<file path="config.mk">
export PLATFORM = sky130hd
export DESIGN_NAME = softmax_cross_entropy_loss_grad
export DESIGN_NICKNAME = d
export VERILOG_FILES = /design/src/rtl/smce_pkg.sv /design/src/rtl/smce_div.sv /design/src/rtl/smce_dp.sv /design/src/rtl/smce_ctrl.sv /design/src/rtl/softmax_cross_entropy_loss_grad.sv
export SDC_FILE = /design/constraint.sdc
export NUM_CORES = 2
export LEC_CHECK = 0
export ABC_AREA = 1
export BUFFER_PORTS_ARGS = -buffer_cell sky130_fd_sc_hd__buf_2
export CAP_MARGIN = 20
export CORE_MARGIN = 4
export CORE_UTILIZATION = 40
export CTS_BUF_LIST = sky130_fd_sc_hd__clkbuf_8
export DETAILED_ROUTE_END_ITERATION = 7
export GPL_TIMING_DRIVEN = 0
export HOLD_SLACK_MARGIN = 0.08
export RECOVER_POWER = 50
export SLEW_MARGIN = 20
export SYNTH_ARGS = -nofsm -noshare
export SYNTH_HDL_FRONTEND = slang
export SYNTH_HIERARCHICAL = 1
export SYNTH_SLANG_ARGS = --single-unit
</file>
<file path="constraint.sdc">
create_clock -name clk -period 13.6 [get_ports clk]
set_clock_uncertainty 0.1 [all_clocks]
set_input_delay 2.04 -clock clk [delete_from_list [all_inputs] [get_ports clk]]
set_output_delay 2.04 -clock clk [all_outputs]
set_load 0.05 [all_outputs]
</file>
<file path="src/rtl/smce_pkg.sv">
// shared types, constants and coefficient tables for the softmax
// cross-entropy loss and gradient block; no dependencies
package smce_pkg;

  // sizing
  localparam int MAX_CLASSES = 32;
  localparam int IDX_W       = $clog2(MAX_CLASSES);
  localparam int CNT_W       = 6;
  localparam int CLS_W       = 5;
  localparam int LOGIT_W     = 16;
  localparam int TGT_W       = 6;
  localparam int VALUE_W     = 32;
  localparam int BATCH_W     = 16;
  localparam int CFG_W       = 16;
  localparam int CFG_IDX_W   = 1;
  localparam int E_W         = 17;
  localparam int S_W         = $clog2(MAX_CLASSES * 65536 + 1);
  localparam int K_W         = $clog2(S_W - 16);
  localparam int ACC_W       = 18;
  localparam int LNS_W       = 20;
  localparam int LOSS_W      = 40;
  localparam int DVD_W       = 41;
  localparam int DVS_W       = S_W;
  localparam int STEP_W      = 3;

  // fixed point constants
  localparam int ONE_Q16   = 65536;
  localparam int LOG2E_Q16 = 94548;
  localparam int LN2_Q16   = 45426;
  localparam int LN_SEED   = 7282;

  // register indexes and reset values
  localparam logic [CFG_IDX_W-1:0] REG_NUM_CLASSES = 1'b0;
  localparam logic [CFG_IDX_W-1:0] REG_BATCH_SIZE  = 1'b1;
  localparam logic [CNT_W-1:0]     NC_RESET        = 6'd32;
  localparam logic [BATCH_W-1:0]   BATCH_RESET     = 16'd1;

  // result codes
  localparam logic KIND_GRAD  = 1'b0;
  localparam logic KIND_LOSS  = 1'b1;
  localparam logic ST_OK      = 1'b0;
  localparam logic ST_BAD_TGT = 1'b1;

  typedef struct packed {
    logic signed [LOGIT_W-1:0] logit;
    logic [TGT_W-1:0]          target_class;
  } logit_word_t;

  typedef struct packed {
    logic                      kind;
    logic [CLS_W-1:0]          class_index;
    logic signed [VALUE_W-1:0] value;
    logic                      status;
    logic                      last;
  } result_word_t;

  // datapath operations
  typedef enum logic [4:0] {
    OP_NONE, OP_LOAD, OP_RD_ROW_IDX, OP_RD_ROW_TGT, OP_SCAN_MAX, OP_SUM_CLR,
    OP_EXP_Y, OP_EXP_STEP, OP_EXP_WR, OP_LN_START, OP_LN_Z, OP_LN_Z2,
    OP_LN_STEP, OP_LN_FIN, OP_LOSS_ADD, OP_RD_EXP, OP_P_START, OP_Q_START,
    OP_MEAN_START, OP_OUT_ERR, OP_OUT_GRAD, OP_OUT_MEAN, OP_ROW_NEXT
  } op_t;

  typedef enum logic [1:0] {
    IDX_HOLD, IDX_INC, IDX_CLR
  } idx_op_t;

  typedef struct packed {
    op_t     op;
    idx_op_t idx_op;
  } cmd_t;

  typedef struct packed {
    logic row_end;
    logic rescan;
    logic idx_last;
    logic target_bad;
    logic batch_end;
    logic step_zero;
    logic div_done;
    logic out_free;
  } status_t;

  // 2^g polynomial coefficients, Q16
  function automatic logic [E_W-1:0] pow2_coef(input logic [STEP_W-1:0] i);
    logic [E_W-1:0] c;
    case (i)
      3'd0:    c = 17'd65536;
      3'd1:    c = 17'd45426;
      3'd2:    c = 17'd15744;
      3'd3:    c = 17'd3638;
      3'd4:    c = 17'd630;
      3'd5:    c = 17'd87;
      3'd6:    c = 17'd10;
      default: c = 17'd1;
    endcase
    return c;
  endfunction

  // atanh series coefficients for ln, Q16
  function automatic logic [E_W-1:0] ln_coef(input logic [1:0] i);
    logic [E_W-1:0] c;
    case (i)
      2'd0:    c = 17'd65536;
      2'd1:    c = 17'd21845;
      2'd2:    c = 17'd13107;
      default: c = 17'd9362;
    endcase
    return c;
  endfunction

endpackage

</file>
<file path="src/rtl/smce_div.sv">
// restoring divider, one quotient bit per cycle
// depends on smce_pkg
module smce_div import smce_pkg::*; (
  input  logic             clk,
  input  logic             rst,
  input  logic             start,
  input  logic [DVD_W-1:0] dividend,
  input  logic [DVS_W-1:0] divisor,
  output logic [DVD_W-1:0] quotient,
  output logic             done
);

  localparam int DCNT_W = $clog2(DVD_W + 1);

  logic [DVS_W-1:0]  rem;
  logic [DVS_W-1:0]  dvs;
  logic [DVD_W-1:0]  quo;
  logic [DCNT_W-1:0] cnt;
  logic              busy;
  logic [DVS_W:0]    rem_sh;
  logic              ge;

  // trial subtract
  assign rem_sh = {rem, quo[DVD_W-1]};
  assign ge     = rem_sh >= {1'b0, dvs};

  // control
  always_ff @(posedge clk) begin
    if (rst) begin
      busy <= 1'b0;
      done <= 1'b0;
      cnt  <= '0;
    end else if (start) begin
      busy <= 1'b1;
      done <= 1'b0;
      cnt  <= DCNT_W'(DVD_W);
    end else if (busy) begin
      cnt <= cnt - 1'b1;
      if (cnt == DCNT_W'(1)) begin
        busy <= 1'b0;
        done <= 1'b1;
      end
    end else begin
      done <= 1'b0;
    end
  end

  // shift and subtract
  always_ff @(posedge clk) begin
    if (start) begin
      quo <= dividend;
      rem <= '0;
      dvs <= divisor;
    end else if (busy) begin
      quo <= {quo[DVD_W-2:0], ge};
      rem <= ge ? DVS_W'(rem_sh - {1'b0, dvs}) : rem_sh[DVS_W-1:0];
    end
  end

  assign quotient = quo;

endmodule

</file>
<file path="src/rtl/smce_dp.sv">
// datapath: row and exp memories, shared multiplier, divider,
// accumulators, configuration and output register; depends on smce_pkg, smce_div
module smce_dp import smce_pkg::*; (
  input  logic                 clk,
  input  logic                 rst,
  input  cmd_t                 cmd,
  output status_t              status,
  input  logit_word_t          logit_word,
  output logic                 result_valid,
  input  logic                 result_ready,
  output result_word_t         result_word,
  input  logic                 cfg_we,
  input  logic [CFG_IDX_W-1:0] cfg_index,
  input  logic [CFG_W-1:0]     cfg_data
);

  // configuration and control state
  logic [CNT_W-1:0]          nc_raw;
  logic [BATCH_W-1:0]        b_raw;
  logic [CNT_W-1:0]          class_count;
  logic signed [LOGIT_W-1:0] running_max;
  logic [TGT_W-1:0]          row_target;
  logic [BATCH_W-1:0]        row_count;
  logic [LOSS_W-1:0]         loss;
  logic [CNT_W-1:0]          idx;
  logic [STEP_W-1:0]         step;

  // payload registers
  logic signed [LOGIT_W-1:0] mx;
  logic signed [LOGIT_W-1:0] rd_row;
  logic [E_W-1:0]            erd;
  logic [32:0]               y;
  logic [ACC_W-1:0]          acc;
  logic [S_W-1:0]            s;
  logic [K_W-1:0]            k_reg;
  logic [15:0]               z;
  logic [15:0]               z2;
  logic [LNS_W-1:0]          lns;
  logic                      neg_q;

  // memories
  logic signed [LOGIT_W-1:0] row_mem [MAX_CLASSES];
  logic [E_W-1:0]            exp_mem [MAX_CLASSES];

  // combinational
  logic [CNT_W-1:0]          nc;
  logic [BATCH_W-1:0]        b;
  logic [CNT_W:0]            pos_inc;
  logic signed [LOGIT_W-1:0] cur_max;
  logic signed [LOGIT_W:0]   diff;
  logic [LOGIT_W-1:0]        u;
  logic [ACC_W-1:0]          mul_a;
  logic [E_W-1:0]            mul_b;
  logic [34:0]               prod;
  logic [E_W-1:0]            g;
  logic [8:0]                n;
  logic [E_W-1:0]            e_val;
  logic [S_W-1:0]            sl;
  logic [K_W-1:0]            k_val;
  logic [E_W-1:0]            m;
  logic [E_W-1:0]            p;
  logic [E_W-1:0]            mag;
  logic                      neg_val;
  logic                      div_start;
  logic [DVD_W-1:0]          dvd;
  logic [DVS_W-1:0]          dvs;
  logic [DVD_W-1:0]          quo;
  logic                      div_done;
  logic [VALUE_W-1:0]        q;
  logic                      out_load;
  result_word_t              res_next;

  // effective register values
  always_comb begin
    if (nc_raw == '0) nc = CNT_W'(1);
    else if (nc_raw > CNT_W'(MAX_CLASSES)) nc = CNT_W'(MAX_CLASSES);
    else nc = nc_raw;
  end
  assign b = (b_raw == '0) ? BATCH_W'(1) : b_raw;

  // row bookkeeping
  assign pos_inc = (CNT_W+1)'(class_count) + (CNT_W+1)'(1);
  always_comb begin
    if (class_count == '0) cur_max = logit_word.logit;
    else if (logit_word.logit > running_max) cur_max = logit_word.logit;
    else cur_max = running_max;
  end

  // distance from the row maximum
  assign diff = {mx[LOGIT_W-1], mx} - {rd_row[LOGIT_W-1], rd_row};
  assign u    = diff[LOGIT_W-1:0];

  // shared multiplier
  always_comb begin
    mul_a = '0;
    mul_b = '0;
    case (cmd.op)
      OP_EXP_Y: begin
        mul_a = ACC_W'(u);
        mul_b = E_W'(LOG2E_Q16);
      end
      OP_EXP_STEP: begin
        mul_a = acc;
        mul_b = g;
      end
      OP_LN_Z2: begin
        mul_a = ACC_W'(z);
        mul_b = E_W'(z);
      end
      OP_LN_STEP: begin
        mul_a = acc;
        mul_b = E_W'(z2);
      end
      OP_LN_FIN: begin
        mul_a = acc;
        mul_b = E_W'(z);
      end
      default: ;
    endcase
  end
  assign prod = 35'(mul_a) * 35'(mul_b);

  // exp(-u) argument split and final shift
  assign n = y[32:24];
  assign g = E_W'(ONE_Q16) - {1'b0, y[23:8]};
  always_comb begin
    if (n >= 9'd18) e_val = '0;
    else e_val = E_W'(acc >> (n[4:0] + 5'd1));
  end

  // ln normalisation
  always_comb begin
    sl = (s < S_W'(ONE_Q16)) ? S_W'(ONE_Q16) : s;
    k_val = '0;
    for (int i = 17; i < S_W; i++) begin
      if (sl[i]) k_val = K_W'(i - 16);
    end
    m = E_W'(sl >> k_val);
  end

  // gradient magnitude from softmax
  always_comb begin
    p = quo[E_W-1:0];
    neg_val = 1'b0;
    mag = p;
    if (idx == CNT_W'(row_target)) begin
      if (p >= E_W'(ONE_Q16)) begin
        mag = p - E_W'(ONE_Q16);
      end else begin
        mag = E_W'(ONE_Q16) - p;
        neg_val = 1'b1;
      end
    end
  end

  // divider operands
  always_comb begin
    div_start = 1'b1;
    dvd = '0;
    dvs = '0;
    case (cmd.op)
      OP_LN_START: begin
        dvd = DVD_W'({m[15:0], 16'b0});
        dvs = DVS_W'(18'(m) + 18'(ONE_Q16));
      end
      OP_P_START: begin
        dvd = DVD_W'({erd, 16'b0}) + DVD_W'(s >> 1);
        dvs = s;
      end
      OP_Q_START: begin
        dvd = DVD_W'(mag) + DVD_W'(b >> 1);
        dvs = DVS_W'(b);
      end
      OP_MEAN_START: begin
        dvd = DVD_W'(loss) + DVD_W'(b >> 1);
        dvs = DVS_W'(b);
      end
      default: div_start = 1'b0;
    endcase
  end

  smce_div u_div (
    .clk      (clk),
    .rst      (rst),
    .start    (div_start),
    .dividend (dvd),
    .divisor  (dvs),
    .quotient (quo),
    .done     (div_done)
  );

  // result word
  assign q = quo[VALUE_W-1:0];
  always_comb begin
    res_next = '0;
    out_load = 1'b1;
    case (cmd.op)
      OP_OUT_ERR: begin
        res_next.kind   = KIND_GRAD;
        res_next.status = ST_BAD_TGT;
        res_next.last   = !status.batch_end;
      end
      OP_OUT_GRAD: begin
        res_next.kind        = KIND_GRAD;
        res_next.class_index = CLS_W'(idx);
        res_next.value       = neg_q ? -q : q;
        res_next.status      = ST_OK;
        res_next.last        = status.idx_last && !status.batch_end;
      end
      OP_OUT_MEAN: begin
        res_next.kind   = KIND_LOSS;
        res_next.value  = (|quo[DVD_W-1:31]) ? 32'h7FFF_FFFF : {1'b0, quo[30:0]};
        res_next.status = ST_OK;
        res_next.last   = 1'b1;
      end
      default: out_load = 1'b0;
    endcase
  end

  // status to the controller
  assign status.row_end    = pos_inc >= (CNT_W+1)'(nc);
  assign status.rescan     = pos_inc != (CNT_W+1)'(nc);
  assign status.idx_last   = ((CNT_W+1)'(idx) + (CNT_W+1)'(1)) >= (CNT_W+1)'(nc);
  assign status.target_bad = row_target >= nc;
  assign status.batch_end  = ((BATCH_W+1)'(row_count) + (BATCH_W+1)'(1)) >= (BATCH_W+1)'(b);
  assign status.step_zero  = step == '0;
  assign status.div_done   = div_done;
  assign status.out_free   = !result_valid || result_ready;

  // control state
  always_ff @(posedge clk) begin
    if (rst) begin
      nc_raw       <= NC_RESET;
      b_raw        <= BATCH_RESET;
      class_count  <= '0;
      running_max  <= {1'b1, {(LOGIT_W-1){1'b0}}};
      row_target   <= '0;
      row_count    <= '0;
      loss         <= '0;
      idx          <= '0;
      step         <= '0;
      result_valid <= 1'b0;
    end else begin
      // register writes
      if (cfg_we) begin
        case (cfg_index)
          REG_NUM_CLASSES: nc_raw <= cfg_data[CNT_W-1:0];
          REG_BATCH_SIZE:  b_raw  <= cfg_data[BATCH_W-1:0];
          default: ;
        endcase
      end
      case (cmd.op)
        OP_LOAD: begin
          if (class_count == '0) row_target <= logit_word.target_class;
          running_max <= cur_max;
          class_count <= status.row_end ? '0 : pos_inc[CNT_W-1:0];
        end
        OP_EXP_Y:    step <= STEP_W'(6);
        OP_LN_Z2:    step <= STEP_W'(3);
        OP_EXP_STEP: step <= step - 1'b1;
        OP_LN_STEP:  step <= step - 1'b1;
        OP_LOSS_ADD: loss <= loss + LOSS_W'({u, 8'b0}) + LOSS_W'(lns);
        OP_ROW_NEXT: row_count <= row_count + 1'b1;
        OP_OUT_MEAN: begin
          loss      <= '0;
          row_count <= '0;
        end
        default: ;
      endcase
      case (cmd.idx_op)
        IDX_INC: idx <= idx + 1'b1;
        IDX_CLR: idx <= '0;
        default: ;
      endcase
      // output register
      if (out_load) result_valid <= 1'b1;
      else if (result_ready) result_valid <= 1'b0;
    end
  end

  // arithmetic payload
  always_ff @(posedge clk) begin
    case (cmd.op)
      OP_LOAD: begin
        if (status.row_end) mx <= cur_max;
      end
      OP_SCAN_MAX: begin
        if (idx == '0 || rd_row > mx) mx <= rd_row;
      end
      OP_SUM_CLR: s <= '0;
      OP_EXP_Y: begin
        y   <= prod[32:0];
        acc <= ACC_W'(pow2_coef(STEP_W'(7)));
      end
      OP_EXP_STEP: acc <= ACC_W'(19'(pow2_coef(step)) + prod[34:16]);
      OP_EXP_WR:   s <= s + S_W'(e_val);
      OP_LN_START: k_reg <= k_val;
      OP_LN_Z:     z <= quo[15:0];
      OP_LN_Z2: begin
        z2  <= prod[31:16];
        acc <= ACC_W'(LN_SEED);
      end
      OP_LN_STEP: acc <= ACC_W'(19'(ln_coef(step[1:0])) + prod[34:16]);
      OP_LN_FIN:  lns <= LNS_W'(LN2_Q16 * k_reg) + LNS_W'({prod[32:16], 1'b0});
      OP_Q_START: neg_q <= neg_val;
      default: ;
    endcase
    if (out_load) result_word <= res_next;
  end

  // row buffer and exp store
  always_ff @(posedge clk) begin
    if (cmd.op == OP_LOAD) row_mem[class_count[IDX_W-1:0]] <= logit_word.logit;
    if (cmd.op == OP_RD_ROW_IDX) rd_row <= row_mem[idx[IDX_W-1:0]];
    if (cmd.op == OP_RD_ROW_TGT) rd_row <= row_mem[row_target[IDX_W-1:0]];
    if (cmd.op == OP_EXP_WR) exp_mem[idx[IDX_W-1:0]] <= e_val;
    if (cmd.op == OP_RD_EXP) erd <= exp_mem[idx[IDX_W-1:0]];
  end

endmodule

</file>
<file path="src/rtl/smce_ctrl.sv">
// controller: sequences the load, max, exp, ln, loss, gradient and
// mean passes; depends on smce_pkg
module smce_ctrl import smce_pkg::*; (
  input  logic    clk,
  input  logic    rst,
  input  logic    logit_valid,
  output logic    logit_ready,
  input  status_t status,
  output cmd_t    cmd
);

  typedef enum logic [25:0] {
    S_IDLE        = 26'd1 << 0,
    S_SCAN_RD     = 26'd1 << 1,
    S_SCAN_MAX    = 26'd1 << 2,
    S_CHECK       = 26'd1 << 3,
    S_ERR_OUT     = 26'd1 << 4,
    S_EXP_RD      = 26'd1 << 5,
    S_EXP_Y       = 26'd1 << 6,
    S_EXP_POLY    = 26'd1 << 7,
    S_EXP_WR      = 26'd1 << 8,
    S_LN_START    = 26'd1 << 9,
    S_LN_DIV      = 26'd1 << 10,
    S_LN_Z2       = 26'd1 << 11,
    S_LN_POLY     = 26'd1 << 12,
    S_LN_FIN      = 26'd1 << 13,
    S_LOSS_RD     = 26'd1 << 14,
    S_LOSS_ADD    = 26'd1 << 15,
    S_GRAD_RD     = 26'd1 << 16,
    S_GRAD_PSTART = 26'd1 << 17,
    S_GRAD_PDIV   = 26'd1 << 18,
    S_GRAD_QSTART = 26'd1 << 19,
    S_GRAD_QDIV   = 26'd1 << 20,
    S_GRAD_OUT    = 26'd1 << 21,
    S_BATCH       = 26'd1 << 22,
    S_MEAN_START  = 26'd1 << 23,
    S_MEAN_DIV    = 26'd1 << 24,
    S_MEAN_OUT    = 26'd1 << 25
  } state_t;

  state_t state, state_next;

  always_ff @(posedge clk) begin
    if (rst) state <= S_IDLE;
    else state <= state_next;
  end

  assign logit_ready = (state == S_IDLE);

  // next state and commands
  always_comb begin
    state_next = state;
    cmd.op     = OP_NONE;
    cmd.idx_op = IDX_HOLD;
    case (state)
      S_IDLE: begin
        if (logit_valid) begin
          cmd.op = OP_LOAD;
          if (status.row_end) begin
            cmd.idx_op = IDX_CLR;
            state_next = status.rescan ? S_SCAN_RD : S_CHECK;
          end
        end
      end
      // row maximum over the stored entries
      S_SCAN_RD: begin
        cmd.op = OP_RD_ROW_IDX;
        state_next = S_SCAN_MAX;
      end
      S_SCAN_MAX: begin
        cmd.op = OP_SCAN_MAX;
        if (status.idx_last) begin
          cmd.idx_op = IDX_CLR;
          state_next = S_CHECK;
        end else begin
          cmd.idx_op = IDX_INC;
          state_next = S_SCAN_RD;
        end
      end
      S_CHECK: begin
        cmd.op = OP_SUM_CLR;
        cmd.idx_op = IDX_CLR;
        state_next = status.target_bad ? S_ERR_OUT : S_EXP_RD;
      end
      S_ERR_OUT: begin
        if (status.out_free) begin
          cmd.op = OP_OUT_ERR;
          state_next = S_BATCH;
        end
      end
      // exp pass
      S_EXP_RD: begin
        cmd.op = OP_RD_ROW_IDX;
        state_next = S_EXP_Y;
      end
      S_EXP_Y: begin
        cmd.op = OP_EXP_Y;
        state_next = S_EXP_POLY;
      end
      S_EXP_POLY: begin
        cmd.op = OP_EXP_STEP;
        if (status.step_zero) state_next = S_EXP_WR;
      end
      S_EXP_WR: begin
        cmd.op = OP_EXP_WR;
        if (status.idx_last) begin
          cmd.idx_op = IDX_CLR;
          state_next = S_LN_START;
        end else begin
          cmd.idx_op = IDX_INC;
          state_next = S_EXP_RD;
        end
      end
      // ln of the sum
      S_LN_START: begin
        cmd.op = OP_LN_START;
        state_next = S_LN_DIV;
      end
      S_LN_DIV: begin
        if (status.div_done) begin
          cmd.op = OP_LN_Z;
          state_next = S_LN_Z2;
        end
      end
      S_LN_Z2: begin
        cmd.op = OP_LN_Z2;
        state_next = S_LN_POLY;
      end
      S_LN_POLY: begin
        cmd.op = OP_LN_STEP;
        if (status.step_zero) state_next = S_LN_FIN;
      end
      S_LN_FIN: begin
        cmd.op = OP_LN_FIN;
        state_next = S_LOSS_RD;
      end
      // row loss
      S_LOSS_RD: begin
        cmd.op = OP_RD_ROW_TGT;
        state_next = S_LOSS_ADD;
      end
      S_LOSS_ADD: begin
        cmd.op = OP_LOSS_ADD;
        state_next = S_GRAD_RD;
      end
      // gradient pass
      S_GRAD_RD: begin
        cmd.op = OP_RD_EXP;
        state_next = S_GRAD_PSTART;
      end
      S_GRAD_PSTART: begin
        cmd.op = OP_P_START;
        state_next = S_GRAD_PDIV;
      end
      S_GRAD_PDIV: begin
        if (status.div_done) state_next = S_GRAD_QSTART;
      end
      S_GRAD_QSTART: begin
        cmd.op = OP_Q_START;
        state_next = S_GRAD_QDIV;
      end
      S_GRAD_QDIV: begin
        if (status.div_done) state_next = S_GRAD_OUT;
      end
      S_GRAD_OUT: begin
        if (status.out_free) begin
          cmd.op = OP_OUT_GRAD;
          if (status.idx_last) begin
            cmd.idx_op = IDX_CLR;
            state_next = S_BATCH;
          end else begin
            cmd.idx_op = IDX_INC;
            state_next = S_GRAD_RD;
          end
        end
      end
      // batch end and mean loss
      S_BATCH: begin
        if (status.batch_end) begin
          state_next = S_MEAN_START;
        end else begin
          cmd.op = OP_ROW_NEXT;
          state_next = S_IDLE;
        end
      end
      S_MEAN_START: begin
        cmd.op = OP_MEAN_START;
        state_next = S_MEAN_DIV;
      end
      S_MEAN_DIV: begin
        if (status.div_done) state_next = S_MEAN_OUT;
      end
      S_MEAN_OUT: begin
        if (status.out_free) begin
          cmd.op = OP_OUT_MEAN;
          state_next = S_IDLE;
        end
      end
      default: state_next = S_IDLE;
    endcase
  end

endmodule

</file>
<file path="src/rtl/softmax_cross_entropy_loss_grad.sv">
// top level of the softmax cross-entropy loss and gradient block
// depends on smce_pkg, smce_ctrl, smce_dp (which holds smce_div)
//
// usage
//   logit channel: one word per class (logit Q7.8, target_class taken on the
//   first word of a row); a row ends after num_classes words.
//   result channel: per completed row, one gradient word per class (Q15.16,
//   scaled by 1/batch_size), or a single error word when the target is out of
//   range; after batch_size rows one mean-loss word follows. last marks the
//   final word caused by a logit.
//   registers: index 0 num_classes, index 1 batch_size, written while idle.
// sequencing
//   a logit that does not end a row is taken while the sequencer stays idle.
//   after a row end no logit is taken until the exp, ln, loss and gradient
//   passes finish, with a max rescan when num_classes was lowered mid-row
//   and a mean-loss division at a batch end; each class takes two divisions
//   (softmax, then the 1/batch scaling) in the shared bit-serial divider.
// reset and stalls
//   rst clears the row, batch and loss state and sets num_classes 32 and
//   batch_size 1. results sit in an output register; while the receiver
//   stalls the sequencer holds before each further result word.
module softmax_cross_entropy_loss_grad import smce_pkg::*; (
  input  logic                 clk,
  input  logic                 rst,
  input  logic                 logit_valid,
  output logic                 logit_ready,
  input  logit_word_t          logit_word,
  output logic                 result_valid,
  input  logic                 result_ready,
  output result_word_t         result_word,
  input  logic                 cfg_we,
  input  logic [CFG_IDX_W-1:0] cfg_index,
  input  logic [CFG_W-1:0]     cfg_data
);

  cmd_t    cmd;
  status_t status;

  // sequencer
  smce_ctrl u_ctrl (
    .clk         (clk),
    .rst         (rst),
    .logit_valid (logit_valid),
    .logit_ready (logit_ready),
    .status      (status),
    .cmd         (cmd)
  );

  // arithmetic and storage
  smce_dp u_dp (
    .clk          (clk),
    .rst          (rst),
    .cmd          (cmd),
    .status       (status),
    .logit_word   (logit_word),
    .result_valid (result_valid),
    .result_ready (result_ready),
    .result_word  (result_word),
    .cfg_we       (cfg_we),
    .cfg_index    (cfg_index),
    .cfg_data     (cfg_data)
  );

endmodule

</file>
==> parameters.txt <==
Parameter                              Value

Run status
  Status    finished with violations
  Violations in the final reports    max-capacitance violations, max-slew violations

Global routing
  Initial antenna violation count    27
  GR Util All Layers    33.0%
  Total congestion overflow after global routing    0
  Largest net degree at the start of global routing    36
  First-pass GRT wire length    560000 microns
  Via count of the first global-routing pass    77700

Clock network
  Root buffer selected by CTS    sky130_fd_sc_hd__clkbuf_8
  Total clock buffers created by CTS    290
  Reg clk slew, reported paths    60 ps
  Maximum level of the CTS H-tree    5
  Source-to-sink clock delay at the later pin of the worst-skew pair    1080 ps
  Clock tree from TritonCTS    yes
  Total number of clock tree sinks    1509
  Post-CTS Hold Fix Bufs    0
  Number of buffers on the longest clock path    4

Timing
  Fmax    76.8 MHz
  Setup repair after global routing missed its margin    false
  Minimum clock period after layout    13020 ps
  Worst-margin pin slew    2900 ps
  Fin worst setup slack    576 ps
  Post-route clock period utilization    95.8%
  Worst rel slew slack    -93.1%
  Setup violations, final    0
  Hold Violations, Final    0
  Pins Over Slew Limit    766

Routing
  Drt via density    5.89
  Initial detailed-routing violation count    10700
  First drt pass iteration count    6
  DR DRC count    0
  Wire length per cell after detailed routing    28.8 microns
  Number of antenna-violating nets in the routed design    0
  Number of vias in the routed layout    81700
  Wire length after detailed routing    400000 microns

Power
  Switch share    39.7%
  Leakage Power    0.0411 uW
  Share of total power in the clock network    29.7%
  Internal power contribution    8650 uW
  Switching component of the power    5690 uW
  IR Drop Worst-Case VDD    0.000116 V
  Part of the total power dissipated in sequential elements    37.6%
  Comb power frac    32.7%
  Power density cells    141 nW/um^2

Critical path
  Most frequent cell on the critical path    sky130_fd_sc_hd__inv_1
  Type of origin of the critical path    flop
  Path depth of the worst reg2reg path    55
  Required time reported for the critical path endpoint    14220 ps
  Maximum fanout along the worst path    10
  Delay of the slowest cell on the worst path    580 ps
  Endpoint arrival time on the critical path    13650 ps
  Crit path kind    reg -> reg
  Endpoint class of the critical path    flop
  Crit path max-delay cell type    sky130_fd_sc_hd__a31oi_1

Place
  Number of I/O port buffers    85
  Setup WS pre-CTS    -925 ps
  Global placer's final weighted congestion    1.02
  Detailed Place HPWL    296000 microns
  Number of placed instances with taps included    13400

Floorplan
  Die footprint    234000 sq um
  Standard-cell row count    174
  I/O pin total    86
  Height of the chip    484 microns
  Width of the die    484 microns
  Initial standard-cell utilization of the core    40.2%
  Placeable core region    225000 sq um

Synthesis
  Synthesis-stage register bit count    1509
  Dominant combinational cell family by area after synthesis    simple AND/OR/NAND/NOR gates
  Share of the synthesized netlist area taken by xor and xnor gates    1.28%
  Cell variety after synth    77
  Sequential-to-total area share from yosys stat    48.1%
  Most frequent cell after synthesis    sky130_fd_sc_hd__nand2_1
  Post-synthesis net count    10900
  Dominant cells by area after synthesis    sky130_fd_sc_hd__edfxtp_1, sky130_fd_sc_hd__nand2_1, sky130_fd_sc_hd__o21ai_0
  Number of synthesized flops with an enable pin    1328
  Largest area contributor in the netlist    sky130_fd_sc_hd__edfxtp_1
  Synth Area per Inst    8.86 sq um
  Netlist area before placement    90500 sq um
  Yosys synthesis warning count    6
  Area fraction in compound gates after synthesis    14.6%
  Dominant register cell in the synthesized netlist    sky130_fd_sc_hd__edfxtp_1
  Synth Area in Adders    10.5%
  Fraction of post-synthesis cell area in the top cell type by area    44.1%
  Count of mapped cells out of synthesis    10200
  Async S/R FF share, synth    0%
  Simple logic cell fraction of the synthesized area    18.8%
  Share of cell area taken by muxes after synthesis    0.0442%
  Top post-synthesis cells by count    sky130_fd_sc_hd__nand2_1, sky130_fd_sc_hd__nor2_1, sky130_fd_sc_hd__edfxtp_1, sky130_fd_sc_hd__o21ai_0, sky130_fd_sc_hd__inv_1

Layout
  Share of the core filled with cells    45.2%
  Number of flip-flops under the largest register name    544
  Ratio of cells with drive above 1 in the final layout    7.58%
  Final cell count without fillers    13900
  Total of fill cells in the finished design    21900
  # nets final    11300
  Area Growth Syn to Fin    12.2%

Worst hold path
  WHS Path Cells    2
  Class of the tightest hold or removal check    reg -> reg

Flow run
  Maxcap violations    24
==> final cells by class <==
type,instances,area [sq um],share of cell area (%)
Timing Repair Buffer,161,1360,1.34
Multi-Input combinational cell,7160,41500,40.9
Clock inverter,182,1030,1.02
Inverter,1066,4010,3.95
Antenna cell,28,70.1,0.0690
Clock buffer,305,4200,4.13
Tap cell,2992,3740,3.69
Sequential cell,1509,43500,42.8
Buffer,483,2090,2.06
==> power groups by stage <==
stage          Clock (uW)  Sequential, uW  Combinational, uW
6_report             4250            5390               4690
3_3_place_gp            0            5490               4490
4_1_cts              4340            5390               4560
2_1_floorplan           0            5410               2660
5_1_grt              4540            5410               4950
3_5_place_dp            0            5480               4530
==> layer usage <==
metal | part of all wire [%] | wire [microns] | track usage (%) | up-vias
met5 | 0.056 | 225 | 0.490 | -
met3 | 10 | 40500 | 7.73 | 1140
li1 | - | - | - | 36000
met4 | 6.6 | 26300 | 18.5 | 12
met1 | 40 | 159000 | 43.1 | 39600
met2 | 44 | 175000 | 50.6 | 4988
==> placed cells by master (no fill, tap or decap), types with 24 or more instances in the layout <==
cell type and instances:
sky130_fd_sc_hd__buf_6 24, sky130_fd_sc_hd__o221ai_1 106, sky130_fd_sc_hd__clkbuf_8 305, sky130_fd_sc_hd__o211ai_1 47
sky130_fd_sc_hd__nor2_1 1436, sky130_fd_sc_hd__clkbuf_2 38, sky130_fd_sc_hd__o21ai_1 33, sky130_fd_sc_hd__a21o_1 27
sky130_fd_sc_hd__clkinv_2 31, sky130_fd_sc_hd__edfxtp_1 1328, sky130_fd_sc_hd__nand4_1 84, sky130_fd_sc_hd__nand2_1 1772
sky130_fd_sc_hd__inv_1 1090, sky130_fd_sc_hd__nor2_2 30, sky130_fd_sc_hd__clkbuf_1 399, sky130_fd_sc_hd__o21ai_0 1164
sky130_fd_sc_hd__nor3_1 88, sky130_fd_sc_hd__nor2_4 60, sky130_fd_sc_hd__fa_1 261, sky130_fd_sc_hd__xor2_1 86
sky130_fd_sc_hd__buf_2 103, sky130_fd_sc_hd__ha_1 344, sky130_fd_sc_hd__dfxtp_1 180, sky130_fd_sc_hd__inv_2 33
sky130_fd_sc_hd__a21oi_1 452, sky130_fd_sc_hd__a22o_1 35, sky130_fd_sc_hd__o22ai_1 285, sky130_fd_sc_hd__diode_2 28
sky130_fd_sc_hd__nand3_1 485, sky130_fd_sc_hd__nand2_2 30, sky130_fd_sc_hd__clkinv_1 69, sky130_fd_sc_hd__buf_1 25
sky130_fd_sc_hd__xnor2_1 35
==> stage by stage <==
step	hold WS, ps	cell area (sq um)	power (uW)	TNS [ps]
after global routing	389	101000	14900	0
after floorplan	331	90500	8070	0
after global placement	358	94700	9970	-9470
after CTS	374	102000	14300	0
after detailed placement	359	96600	10000	-10790
final	369	102000	14300	0
==> critical path, delay by kind of cell, from the launching register on <==
family / cells / cell delay (ps)
buffers and inverters: 11 / 1200
xor gates and xnor gates: 2 / 720
AOI/OAI and AO/OA: 8 / 1890
adders and majority gates: 9 / 4120
and+or+nand+nor: 25 / 4110
DFF: 1 / 470
==> path summary, 6_finish.rpt <==
path / from / end / slack, ps
worst min-delay path: u_dp/u_div/rem[12] / u_dp/u_div/rem[12] / 370
worst max register to register: u_dp/row_count[0] / u_dp/lns[13] / 580
worst max-delay path: u_dp/row_count[0] / u_dp/lns[13] / 580
worst min register to register: u_dp/u_div/rem[12] / u_dp/u_div/rem[12] / 370
==> what timing repair did <==
item | 4_1_cts | 5_1_grt
setup buffers | 2 | 6
gates resized for setup | 17 | 17
cloned | 1 | 0
pin swaps | 1 | 3
endpoints found under the setup margin | 28 | 27
==> kinds of logic after synthesis <==
logic type / Yosys count
and+or+nand+nor: 4105
muxes: 4
other: 1
buffers and inverters: 1549
xor gates and xnor gates: 132
DFF: 1509
adders and majority gates: 605
AOI/OAI and AO/OA: 2312
Power figures use the tool's default switching activity.
